**src/rau_pkg.sv**
```systemverilog
// Shared types and constants for the rational arithmetic unit.
package rau_pkg;

    localparam int WORD_BITS_DEFAULT = 32;

    typedef enum logic [1:0] {
        OP_ADD = 2'd0,
        OP_SUB = 2'd1,
        OP_MUL = 2'd2,
        OP_DIV = 2'd3
    } op_t;

    typedef enum logic [1:0] {
        ST_OK       = 2'd0,
        ST_ZERO_DEN = 2'd1,
        ST_DIV_ZERO = 2'd2,
        ST_OVERFLOW = 2'd3
    } status_t;

    // Divider operand selection.
    typedef enum logic [1:0] {
        DIV_GCD = 2'd0,  // gcd modulo
        DIV_NUM = 2'd1,  // reduce numerator
        DIV_DEN = 2'd2   // reduce denominator
    } div_sel_t;

    // Commands from controller to datapath.
    typedef struct packed {
        logic load;      // capture operands
        logic prod1;     // form first products
        logic prod2;     // form second products and combine
        logic gcd_init;  // load gcd registers from n and d
        logic div_step;  // one restoring division step
        logic div_start; // start a division (load dividend/divisor)
        div_sel_t div_sel; // which division is started
        logic gcd_swap;  // a <= b, b <= remainder
        logic store_q;   // store quotient of reduce division
        logic finish;    // form output
    } cmd_t;

    // Status back to controller.
    typedef struct packed {
        logic early_err;  // zero denominator or divide by zero
        logic ovf;        // intermediate overflow
        logic b_zero;     // gcd divisor reached zero
        logic div_done;   // last division step done
    } stat_t;

endpackage

```
**src/rau_ctrl.sv**
```systemverilog
// Controller state machine sequencing products, gcd and reduction divisions.
module rau_ctrl
    import rau_pkg::*;
(
    input  logic  clk,
    input  logic  rst_n,
    input  logic  in_tvalid,
    output logic  in_tready,
    output logic  out_tvalid,
    input  logic  out_tready,
    output cmd_t  cmd,
    input  stat_t stat
);
    typedef enum logic [10:0] {
        S_IDLE  = 11'b00000000001,
        S_PROD1 = 11'b00000000010,
        S_PROD2 = 11'b00000000100,
        S_INIT  = 11'b00000001000,
        S_GTEST = 11'b00000010000,
        S_GDIV  = 11'b00000100000,
        S_NSTRT = 11'b00001000000,
        S_NDIV  = 11'b00010000000,
        S_DSTRT = 11'b00100000000,
        S_DDIV  = 11'b01000000000,
        S_OUT   = 11'b10000000000
    } state_t;

    state_t state_reg, state_next;
    logic   valid_reg;

    assign in_tready  = (state_reg == S_IDLE);
    assign out_tvalid = valid_reg;

    always_comb
    begin
        cmd        = '0;
        state_next = state_reg;
        unique case (state_reg)
            S_IDLE:
            begin
                cmd.load = in_tvalid;
                if (in_tvalid)
                    state_next = S_PROD1;
            end
            S_PROD1:
            begin
                cmd.prod1  = 1'b1;
                state_next = S_PROD2;
            end
            S_PROD2:
            begin
                cmd.prod2  = 1'b1;
                state_next = S_INIT;
            end
            S_INIT:
            begin
                cmd.gcd_init = 1'b1;
                state_next   = S_GTEST;
            end
            S_GTEST:
            begin
                if (stat.early_err || stat.ovf)
                    state_next = S_OUT;
                else if (stat.b_zero)
                    state_next = S_NSTRT;
                else
                begin
                    cmd.div_start = 1'b1;
                    state_next    = S_GDIV;
                end
            end
            S_GDIV:
            begin
                cmd.div_step = 1'b1;
                if (stat.div_done)
                    state_next = S_GTEST;
            end
            S_NSTRT:
            begin
                cmd.div_start = 1'b1;
                cmd.div_sel   = DIV_NUM;
                state_next    = S_NDIV;
            end
            S_NDIV:
            begin
                cmd.div_step = 1'b1;
                if (stat.div_done)
                    state_next = S_DSTRT;
            end
            S_DSTRT:
            begin
                cmd.store_q   = 1'b1;
                cmd.div_start = 1'b1;
                cmd.div_sel   = DIV_DEN;
                state_next    = S_DDIV;
            end
            S_DDIV:
            begin
                cmd.div_step = 1'b1;
                if (stat.div_done)
                    state_next = S_OUT;
            end
            S_OUT:
            begin
                if (!valid_reg || out_tready)
                begin
                    cmd.finish = 1'b1;
                    state_next = S_IDLE;
                end
            end
            default: state_next = S_IDLE;
        endcase
        // gcd swap comes with the last step of the modulo division
        if (state_reg == S_GDIV && stat.div_done)
            cmd.gcd_swap = 1'b1;
    end

    always_ff @(posedge clk or negedge rst_n)
    begin
        if (!rst_n)
        begin
            state_reg <= S_IDLE;
            valid_reg <= 1'b0;
        end
        else
        begin
            state_reg <= state_next;
            if (cmd.finish)
                valid_reg <= 1'b1;
            else if (out_tready)
                valid_reg <= 1'b0;
        end
    end

    a_onehot: assert property (@(posedge clk) disable iff (!rst_n) $onehot(state_reg))
        else $error("state not one-hot");
    a_finish: assert property (@(posedge clk) disable iff (!rst_n)
        cmd.finish |=> out_tvalid)
        else $error("finish without output valid");
    a_accept: assert property (@(posedge clk) disable iff (!rst_n)
        (in_tvalid && in_tready) |=> (state_reg == S_PROD1))
        else $error("accepted request not started");

endmodule

```
**config.mk**
```make
export PLATFORM = sky130hd
export DESIGN_NAME = rau_ctrl
export DESIGN_NICKNAME = d
export VERILOG_FILES = /design/src/rau_pkg.sv /design/src/rau_ctrl.sv
export SDC_FILE = /design/constraint.sdc
export NUM_CORES = 1
export LEC_CHECK = 0
export ABC_AREA = 1
export BUFFER_PORTS_ARGS = -buffer_cell sky130_fd_sc_hd__buf_2
export CORE_ASPECT_RATIO = 1.1
export CORE_MARGIN = 2
export CORE_UTILIZATION = 40
export CTS_CLUSTER_SIZE = 28
export DETAILED_ROUTE_END_ITERATION = 10
export PLACE_DENSITY = 0.69
export SYNTH_ARGS = -nofsm -noshare
export SYNTH_HDL_FRONTEND = slang
export SYNTH_SLANG_ARGS = --single-unit
```
**constraint.sdc**
```tcl
create_clock -name clk -period 4.6 [get_ports clk]
set_clock_uncertainty 0.2 [all_clocks]
set_input_delay 0.23 -clock clk [delete_from_list [all_inputs] [get_ports clk]]
set_output_delay 0.23 -clock clk [all_outputs]
set_load 0.01 [all_outputs]
```
* Word-level counts from Yosys, hierarchy flattened *
Cells that the tools add are included.

storage, ports and cells
  input bits = 8
  register bits = 12
  output and inout port bits = 13

operators by class
  mux-type cells = 23
  reductions and logical operators = 8
  eq/ne operators = 16

operators with widths
  kind                                                    number
  case mux 11 bit (11 select lines)                       1
  2-to-1 mux 11 bit                                       6
  2-to-1 mux 1 bit                                        13
  equality test 11 x 1 -> 1 bit (second input constant)   1
  equality test 11 x 10 -> 1 bit (second input constant)  1
  equality test 11 bit (second input constant)            1
  equality test 11 x 2 -> 1 bit (second input constant)   1
  equality test 11 x 3 -> 1 bit (second input constant)   1
  equality test 11 x 4 -> 1 bit (second input constant)   1
  equality test 11 x 5 -> 1 bit (second input constant)   1
  equality test 11 x 6 -> 1 bit (second input constant)   1
  equality test 11 x 7 -> 1 bit (second input constant)   1
  equality test 11 x 8 -> 1 bit (second input constant)   1
  equality test 11 x 9 -> 1 bit (second input constant)   1
  inequality test 2 bit (second input constant)           5
  2-to-1 mux 7 bit                                        1
  AND reduction 5 bit                                     1
  case mux 2 bit (2 select lines)                         1
  OR reduction 3 bit                                      1
  logical OR 1 bit                                        2
  case mux 1 bit (2 select lines)                         1
  nonzero test 2 bit                                      1
  OR reduction 2 bit                                      1
  logical AND 1 bit                                       1
  logical NOT 1 bit                                       1

* Logic depth before layout (Yosys ltp) *
Gate-level depths: netlist (run 1).

  word-level depth = 5
  gate-level depth with buffers = 10
  gate-level depth less buffers = 10

* Worst setup path after synthesis (run 1) *
Ideal clock, no wire load.

  path kind = register to output
  start = register state_reg[3]
  end = output cmd[4] (netlist name)
  stages on the path, launching flop included = 7
  path buffers = 1
  arrival time = 1.108 ns
  path slack = 3.062 ns
  path through = dfrtp_1 -> nor2_2 -> nand2_4 -> nor2_4 -> nand2_1 -> inv_1 -> buf_4

RTL lines
  element                   RTL line         text
  start: declaration        rau_ctrl.sv:28   state_t state_reg, state_next;
  start signal: assignment  rau_ctrl.sv:127  state_reg <= state_next;
  end: declaration          rau_ctrl.sv:11   output cmd_t cmd,

* Final worst setup path (run 1) *
  start = register state_reg[10]
  end = register state_reg[6]

on the way
  cells in the longest elaborated chain, start to end = 3
  elaborated cells on any way between the ends = 18
  those cells by class = eq/ne: 16; mux: 1; reduce/logical: 1

ends and longest elaborated chain
  element                                       RTL line        text
  equality test 11 bit (tied with other cells)  rau_ctrl.sv:38  unique case (state_reg)
  inequality test 2 bit (no source line)        -
  AND reduction 5 bit (no source line)          -

Several ways; a longest one is shown, not always the timed one.
A chain may end at the register's enable or synchronous reset.

==> run metrics, run 1 <==
outcome complete, no violations; average instance area after synthesis 7.41 um2; detailed-route via count 762; wire length of the first global-routing pass 2.93 mm; Buf/Inv on CP 1; fin util 51.9%; post-CTS resize count 0; number of nets in the finished design 147; synthesis-to-layout area growth 24.8%; Antenna diodes 0; class of the tightest hold or removal check input pin to flip-flop; setup repair after global routing missed its margin no; R2R setup slack 2.63 ns; leading cell types in the layout, fill and taps excluded 21 x nor2_1, 20 x nand2_1, 20 x buf_2; num rows 17; number of buffers created by CTS 3; sum of negative setup slack 0 ns; total overflow reported by the global router 0; number of cells on the worst hold path 4; Yosys top cell by area dfrtp_1; Hold Buf Count CTS 4; CP Cell Sequence nor2_2, nand2_4, nor2_8, nand2_1, nor4_1, dlygate4sd3_1; # IOs 21; Die Height 51.5 um; actual transition at the worst max-transition pin 0.287 ns; crit end category flip-flop; share of the synthesized area in the top cell type 33.5%; Max-cap violations 0; Pre-antenna DRT Iters 4; crit-path max cell delay 0.57 ns; post-synthesis instance area 822 um2; number of distinct library cells after synthesis 23; Post-Synthesis Net Count 119; gate count after technology mapping 111; Leak 0.634 nW; maximum VDD drop 0.292 mV; WS Path Type flip-flop to flip-flop; count of final setup violators 0; number of remaining DRC errors 0; initial antenna violation count 0; starting density of the core 41.6%; number of slew-limit violations in the final report 0; Die Area 2430 um2; die span in x 47.2 um; Crit-path slowest cell dlygate4sd3_1; biggest fanout along the worst timing path 5; number of clock sinks 12; Routed Wire Length 1.79 mm; clock buffer depth 2; Max H-tree Level 1; most frequent standard cell in the layout excluding fill and tap cells nor2_1; number of cells traversed by the worst register-to-register path 6; Root Buffer Master clkbuf_4; total of flip-flops plus latches after synthesis 12; cell types occupying the most area after synthesis dfrtp_1 33%, nor2_1 9.6%, nand2_1 9.1%; Tot Pwr 0.412 mW; standard cell core area 1980 um2; Hold Worst Slack 0.0946 ns; largest net degree at the start of global routing 13; CTS tree yes; proportion of synthesized chip area in sequential cells 36.7%; tightest slew margin relative to the limit 80.8%; register clock-pin slew on the reported worst setup and hold paths 0.09 ns; cell area power density 402 nW/um2; per-cell routed wire length 10.8 um; critical path launch point type flip-flop; Port Buffer Count 20; number of hold violations in the final report 0; Worst EP arrival 1.98 ns; clock network latency to the later pin of the worst-skew pair 0.27 ns; Post-CTS Setup Inserts 0; dpl hpwl 1.40 mm; via/cell ratio 4.59; Final Cycle Share 42.8%; max frequency 508 MHz; Initial DRC Count 15; kind of cell adding the most delay to the critical path simple AND/OR/NAND/NOR gates; vias in the first global route 728; final weighted congestion in routability-driven placement 0.811; number of synthesis warnings 0; global-route total usage across every layer 16.5%; data required time of the worst path 4.62 ns; layout cells sized above 1 36.2%; time the worst path needs with I/O delays and setup 1.97 ns; count of antenna-violating nets left after detailed routing 0; Largest register FFs 11; Crit. path cell count 6
## metrics by stage
stage | area [um2] | setup WS (ns) | std cells
floorplan | 822 | 3.06 | 111
CTS | 1030 | 2.62 | 166
detailed placement | 950 | 2.95 | 158
finish | 1030 | 2.63 | 166
global placement | 950 | 2.96 | 158
global route | 1030 | 2.45 | 166
## final timing paths
path / startpoint / endpoint
max: state_reg[10] / state_reg[6]
min: stat[1] / state_reg[5]
max reg2reg: state_reg[10] / state_reg[6]
min reg2reg: state_reg[5] / state_reg[5]
max in group asynchronous: rst_n / state_reg[0]
min in group asynchronous: rst_n / state_reg[5]
## power by group
group	total (mW)	internal [mW]	switching, mW
Clock	0.0871	0.0480	0.0391
Sequential	0.134	0.123	0.0111
Combinational	0.191	0.0653	0.126
Total	0.412	0.236	0.176
## synthesized netlist by cell type (all sizes together)
cell / number
nand3: 9
nor4: 1
nand4: 1
inv: 19
buf: 1
nor2: 28
nor3: 3
nand2: 30
dfrtp: 11
dfstp: 1
a21oi: 2
o21ai: 5
## layout make-up
type,count,area (um2)
Timing Repair Buffer,24,140
Tap cell,28,35.0
Inverter,19,71.3
Multi-Input combinational cell,79,442
Fill cell,191,952
Sequential cell,12,302
Clock buffer,4,36.3
## per-layer routing
layer / global-route usage, % / up-vias / part of all wire [%]
met1: 21.1 / 351 / 45
met3: 2.08 / 2 / 4.2
met5: 0 / - / 0
met2: 28.2 / 16 / 50
li1: - / 393 / -
met4: 4.63 / 0 / 0.78
## cells by family (layout without fill, tap and decap cells)
family                 Yosys count  after routing  share of synthesized area (%)
AOI/OAI and AO/OA                7              7                           5.17
buffers and inverters           20             47                           9.59
DFF                             12             12                           36.7
and+or+nand+nor                 72             72                           48.6
## tightest hold or removal path: stages
cell and delay, ns:
buf_2 0.07, inv_1 0.04, nand4_1 0.13, nand2_1 0.07
Power figures use the tool's default switching activity.
==> inputs of run 2 (changes only) <==
Clock period 4.6 ns to 1.9 ns, I/O delays scaled along.
==> run 2 against run 1 <==
Combinational power increased to 2.5 times the previous value. Critical endpoint is now cmd[5]. Largest power group unchanged. Worst hold slack worse by 0.081 ns. Largest cell class unchanged. Die area is the same.
==> run metrics, run 2 (same netlist as run 1, synthesis figures left out) <==
outcome complete, no violations; time the worst path needs with I/O delays and setup 1.81 ns; Initial DRC Count 12 (-3); Pre-antenna DRT Iters 4 (unchanged); class of the tightest hold or removal check input pin to flip-flop; Crit-path slowest cell dfrtp_1; number of buffers created by CTS 3 (unchanged); clock network latency to the later pin of the worst-skew pair 0.28 ns (about the same); synthesis-to-layout area growth 26.6%; register clock-pin slew on the reported worst setup and hold paths 0.09 ns (about the same); sum of negative setup slack 0 ns (unchanged); Port Buffer Count 20 (unchanged); met2 Track Usage GR 26.6% (-1.6 points); Post-CTS Setup Inserts 0 (unchanged); total of fill cells in the finished design 190 (-0.52%); GR met3 Demand/Resource 2.08% (unchanged); R2R setup slack 0.26 ns (-2.37 ns); P_sw 0.433 mW (+150%); M1 GR Usage 20.7% (-0.44 points); setup repair after global routing missed its margin no; Max H-tree Level 1 (unchanged); most frequent standard cell in the layout excluding fill and tap cells nor2_1; total overflow reported by the global router 0 (unchanged); vias in the first global route 707 (-2.9%); share of total power consumed by net switching 44.1% (+1.4 points); count of antenna-violating nets left after detailed routing 0 (unchanged); count of final setup violators 0 (unchanged); Comb power frac 48.7% (+2.3 points); crit-path max cell delay 0.42 ns (-0.15 ns); biggest fanout along the worst timing path 5 (unchanged); Tot Pwr 0.983 mW (+140%); data required time of the worst path 1.60 ns (-3.02 ns); via/cell ratio 4.67 (+1.7%); wire length of the first global-routing pass 2.86 mm (-2.1%); actual transition at the worst max-transition pin 0.279 ns (-0.00814 ns); # IOs 21 (unchanged); Routed Wire Length 1.78 mm (-0.84%); Die Area 2430 um2 (unchanged); Antenna diodes 0 (unchanged); proportion of power drawn by the clock network 17.4% (-3.7 points); Buf/Inv on CP 1 (unchanged); detailed-route via count 780 (+2.4%); Final Cycle Share 95.1%; cell area power density 944 nW/um2 (+130%); maximum VDD drop 0.609 mV (+110%); Max-cap violations 0 (unchanged); number of slew-limit violations in the final report 0 (unchanged); GRT busiest layer met2; number of remaining DRC errors 0 (unchanged); fin util 52.6% (+0.76 points); global-route total usage across every layer 16.4% (-0.070 points); dpl hpwl 1.40 mm (about the same); CP Cell Sequence nor2_2, nand2_4, nor2_8, nand4_1, nand3_1, buf_2; number of hold violations in the final report 0 (unchanged); Leak 0.631 nW (-0.39%); number of nets in the finished design 148 (+0.68%); largest net degree at the start of global routing 13 (unchanged); number of clock sinks 12 (unchanged); per-cell routed wire length 10.6 um (-1.4%); clock buffer depth 2 (unchanged); Setup Slack @ Placement 0.271 ns (-2.68 ns); standard cell core area 1980 um2 (unchanged); Area after DPL 950 um2 (unchanged); Worst EP arrival 1.51 ns (-0.47 ns); initial antenna violation count 0 (unchanged); relative contribution of sequential cells to total power 33.9% (+1.4 points); Internal 0.549 mW (+130%); num rows 17 (unchanged); final weighted congestion in routability-driven placement 0.814 (+0.39%); Root Buffer Master clkbuf_4; critical path launch point type flip-flop; die span in x 47.2 um (unchanged); Largest register FFs 11 (unchanged); kind of cell adding the most delay to the critical path simple AND/OR/NAND/NOR gates; starting density of the core 41.6% (unchanged); Die Height 51.5 um (unchanged); layout cells sized above 1 36.7% (+0.46 points); CTS tree yes; crit end category output pin; tightest slew margin relative to the limit 81.4% (+0.54 points); worst setup margin 0.0922 ns (-2.54 ns); WS Path Type flip-flop to output pin; cell area after layout 1040 um2 (+1.5%); leading cell types in the layout, fill and taps excluded 21 x nor2_1, 20 x nand2_1, 20 x buf_2; max frequency 553 MHz
-- run 2: cell types whose count changed in the layout (fill, tap and decap cells not counted) --
| cell | before | now |
|---|---|---|
| clkbuf_1 | 0 | 1 |
| clkbuf_8 | 1 | 0 |
| dlygate4sd3_1 | 4 | 5 |
| nor2_2 | 4 | 3 |
| nor2_4 | 2 | 3 |
| nor3_1 | 3 | 1 |
| nor3_2 | 0 | 2 |
-- run 2: routing by layer --
| metal | vias up | wire length (um) |
|---|---|---|
| li1 | 396 | - |
| met1 | 362 | 775 |
| met2 | 17 | 898 |
| met3 | 5 | 60 |
| met4 | 0 | 44 |
| met5 | - | 0 |
-- run 2: worst register-to-register path, stage by stage, from the launching register on --
cell     delay (ns)
dfstp_2        0.55
nor2_4         0.05
nand2_4        0.10
nor2_4         0.06
nand2_2        0.09
nand3_4        0.09
a21oi_2        0.25
nand3_1        0.12
nand2_1        0.08
-- run 2: timing repair --
item | CTS | global route
hold endpoints to repair | 16 | 0
setup endpoints to repair | 0 | 3
hold buffers | 5 | 0
gates resized for setup | 0 | 3
-- run 2: layout make-up --
type                            count  area (um2)  area share [%]
Clock buffer                        4        26.3            2.52
Inverter                           19        71.3            6.85
Multi-Input combinational cell     79         457            43.9
Sequential cell                    12         302            29.0
Tap cell                           28        35.0            3.37
Timing Repair Buffer               25         150            14.4
-- run 2: path summary, 6_finish.rpt --
check	start	end	cells past startpoint
max in group asynchronous	rst_n	state_reg[0]	2
min in group asynchronous	rst_n	state_reg[6]	2
worst min register to register	out_tvalid	out_tvalid	2
worst max register to register	state_reg[0]	state_reg[10]	8
worst max-delay path	state_reg[10]	cmd[5]	6
worst min-delay path	stat[0]	state_reg[4]	5
-- run 2: power by group through the flow --
stage | logic (mW) | registers [mW] | clock network [mW]
final | 0.479 | 0.333 | 0.171
after CTS | 0.468 | 0.323 | 0.171
after detailed placement | 0.458 | 0.328 | 0
after global routing | 0.536 | 0.336 | 0.180
after global placement | 0.451 | 0.327 | 0
after floorplan | 0.358 | 0.324 | 0
-- run 2: per-stage QoR --
step / hold slack, ns / instances
floorplan: -0.401 / 111
CTS: 0.0267 / 167
finish: 0.0133 / 167
global placement: -0.207 / 158
detailed placement: -0.204 / 158
global route: 0.0717 / 167
==> inputs of run 3 (changes only) <==
Settings changed: ABC_AREA 1 to default, PLACE_DENSITY 0.69 to 0.62.
==> run 3 against run 2 <==
The flow now finishes with violations (negative setup slack). Die area fell by 1.4%. Clock-buffer cell count stayed put. Sequential share of layout area decreased by 9.4 points. Critical endpoint unchanged. Non-clock buffer count rose by 37. Power grew 57%.
==> run metrics, run 3 <==
multi-input gate area in the final layout 684 um2 (+50%); clock network latency to the later pin of the worst-skew pair 0.29 ns (about the same); sum of negative setup slack -4.27 ns (-4.27 ns); register clock-pin slew on the reported worst setup and hold paths 0.08 ns (about the same); top flip-flop cell by instance count after synthesis dfrtp_1; number of synthesis warnings 0 (unchanged); most frequent standard cell in the layout excluding fill and tap cells buf_4; total of flip-flops plus latches after synthesis 12 (unchanged); layout cells sized above 1 58.4% (+22 points); Die Area 2400 um2 (-1.4%); clock buffer depth 2 (unchanged); Max-cap violations 0 (unchanged); via/cell ratio 5.47 (+17%); WS Path Type flip-flop to output pin; combinational family with the most area after synthesis simple AND/OR/NAND/NOR gates; share of total power consumed by net switching 37.8% (-6.3 points); cell area power density 1000 nW/um2 (+6.3%); Die Height 51.2 um (-0.71%); total placed cells including tap cells 153 (-3.2%); detailed-route via count 995 (+28%); portion of netlist area occupied by mux cells 0% (unchanged); outcome complete, but fails checks; tightest slew margin relative to the limit 71.4% (-10 points); cell types occupying the most area after synthesis dfrtp_1 34%, nor2_1 7.4%, xnor2_1 4.3%; num rows 17 (unchanged); total of fill cells in the finished design 136 (-28%); dpl hpwl 1.62 mm (+16%); final weighted congestion in routability-driven placement 0.889 (+9.2%); flip-flop and latch area 302 um2 (unchanged); Port Buffer Count 20 (unchanged); P_sw 0.584 mW (+35%); Simple-Gate Fraction of Synth Area 41.6% (-7.0 points); number of remaining DRC errors 0 (unchanged); average instance area after synthesis 8.70 um2 (+18%); die span in x 46.9 um (-0.70%); Synth async-reset ratio 100% (unchanged); data required time of the worst path 1.60 ns (about the same); most frequent cell after synthesis nor2_1; number of clock sinks 12 (unchanged); gate count after technology mapping 93 (-16%); maximum VDD drop 0.900 mV (+48%); arithmetic-cell share of the synthesized area counting full adders, half adders and majority gates 0% (unchanged); largest net degree at the start of global routing 13 (unchanged); capture instance of the worst register-to-register path state_reg[7]; class of the tightest hold or removal check input pin to async pin; most common library cells after synthesis 16 x nor2_1, 11 x dfrtp_1, 5 x nand2_1, 5 x nor3_1; synthesis-to-layout area growth 90.3%; total overflow reported by the global router 0 (unchanged); number of slew-limit violations in the final report 0 (unchanged); wire length of the first global-routing pass 4.19 mm (+46%); post-synthesis instance area 810 um2 (-1.5%); Crit-path slowest cell dfrtp_1; Initial DRC Count 27 (+15); worst setup path endpoint cmd[5]; launching element of the worst setup path state_reg[3]; number of hold violations in the final report 0 (unchanged); Yosys top cell by area dfrtp_1; crit-path max cell delay 0.44 ns (+0.02 ns); vias in the first global route 906 (+28%); Max H-tree Level 1 (unchanged); R2R setup slack -0.35 ns (-0.61 ns); Largest register FFs 11 (unchanged); CP Cell Sequence buf_6, nor4_4, buf_4, nand3b_1, o32ai_2, buf_2; Worst EP arrival 1.96 ns (+0.45 ns); leading cell types in the layout, fill and taps excluded 26 x buf_4, 18 x buf_2, 11 x nor2_1, 11 x dfrtp_1, 11 x buf_6; critical path launch point type flip-flop; initial antenna violation count 0 (unchanged); Comb power frac 64.8% (+16 points); Post-synth EDFFs 0 (unchanged); Leak 0.708 nW (+12%); number of distinct library cells after synthesis 41 (+78%); Post-Synthesis Net Count 101 (-15%); Final Cycle Share 119% (+24 points); crit end category output pin; Routed Wire Length 3.06 mm (+72%); time the worst path needs with I/O delays and setup 2.26 ns (+0.451 ns); Pre-antenna DRT Iters 4 (unchanged); worst setup margin -0.359 ns (-0.451 ns); proportion of power drawn by the clock network 14.2% (-3.2 points); # IOs 21 (unchanged); relative contribution of sequential cells to total power 20.9% (-13 points); share of the synthesized area in the top cell type 34.0% (+0.52 points); biggest fanout along the worst timing path 4 (-1); Root Buffer Master clkbuf_4; CTS tree yes; failing checks negative setup slack; setup repair after global routing missed its margin yes; complex-gate fraction of the synthesized area 12.5% (+7.3 points); starting density of the core 41.4% (-0.19 points); max frequency 443 MHz (-20%); Antenna diodes 0 (unchanged); actual transition at the worst max-transition pin 0.430 ns (+0.150 ns); Post-Synth XOR/XNOR Area 5.41% (+5.4 points); count of antenna-violating nets left after detailed routing 0 (unchanged); global-route total usage across every layer 25.4% (+9.0 points); standard cell core area 1960 um2 (-1.1%); Internal 0.961 mW (+75%); Final Non-Filler Cells 182 (+9.0%); number of cells traversed by the worst register-to-register path 5 (-3); r2r startpoint state_reg[3]; number of nets in the finished design 163 (+10%); number of buffers created by CTS 3 (unchanged); per-cell routed wire length 16.8 um (+58%); proportion of synthesized chip area in sequential cells 37.2% (+0.57 points); count of final setup violators 19 (+19)
run 3: metal layers:
metal,wire length [um],GRT usage [%]
met5,0,0
met4,79,15.3
met3,161,3.89
met2,1500,37.0
met1,1310,34.4
run 3: what timing repair did:
action | 4_1_cts | 5_1_grt
hold buffers | 7 | 0
setup buffers | 11 | 11
gates resized for setup | 24 | 23
endpoints found under the hold margin | 19 | 0
pin swaps | 12 | 16
endpoints found under the setup margin | 18 | 18
run 3: cells by family after synthesis:
family          after synthesis
simple gates                 57
buf+inv                       6
flops                        12
xor+xnor                      5
compound gates               13
run 3: worst max-delay path: cells and delay by family (launching register included):
kind | cells | cell delay, ns
AO/OA/AOI/OAI | 1 | 0.27
buffers and inverters | 3 | 0.52
flip-flops | 1 | 0.44
AND/OR/NAND/NOR | 2 | 0.44
run 3: through the flow:
stage / utilization (%) / power [mW] / setup slack (ns) / area, um2 / hold slack, ns
final: 78.7 / 1.55 / -0.359 / 1540 / 0.00559
after global routing: 78.7 / 1.62 / -0.433 / 1540 / 0.0501
after detailed placement: 54.8 / 0.867 / -0.130 / 1070 / -0.207
after global placement: 54.8 / 0.857 / -0.114 / 1070 / -0.201
after CTS: 70.1 / 1.38 / -0.317 / 1370 / 0.0155
after floorplan: - / 0.636 / -0.114 / 836 / -0.401
run 3: worst min path at each step:
stage | endpoint | cells past startpoint
5_1_grt | state_reg[8] | 2
6_report | state_reg[1] | 2
2_1_floorplan | out_tvalid | 0
4_1_cts | state_reg[1] | 2
3_3_place_gp | state_reg[1] | 1
3_5_place_dp | state_reg[1] | 1
run 3: final cells by class:
class,instances,share of cell area (%)
clock buffer,4,2.36
tap,28,2.27
sequential,12,19.6
multi-input combinational,75,44.4
inverter,1,0.244
timing repair buffer,62,31.1
run 3: power groups by stage:
stage | Clock (mW) | Combinational (mW) | Sequential (mW)
detailed placement | 0 | 0.544 | 0.324
global route | 0.238 | 1.06 | 0.326
floorplan | 0 | 0.293 | 0.344
finish | 0.220 | 1.00 | 0.324
global placement | 0 | 0.535 | 0.323
CTS | 0.220 | 0.838 | 0.318
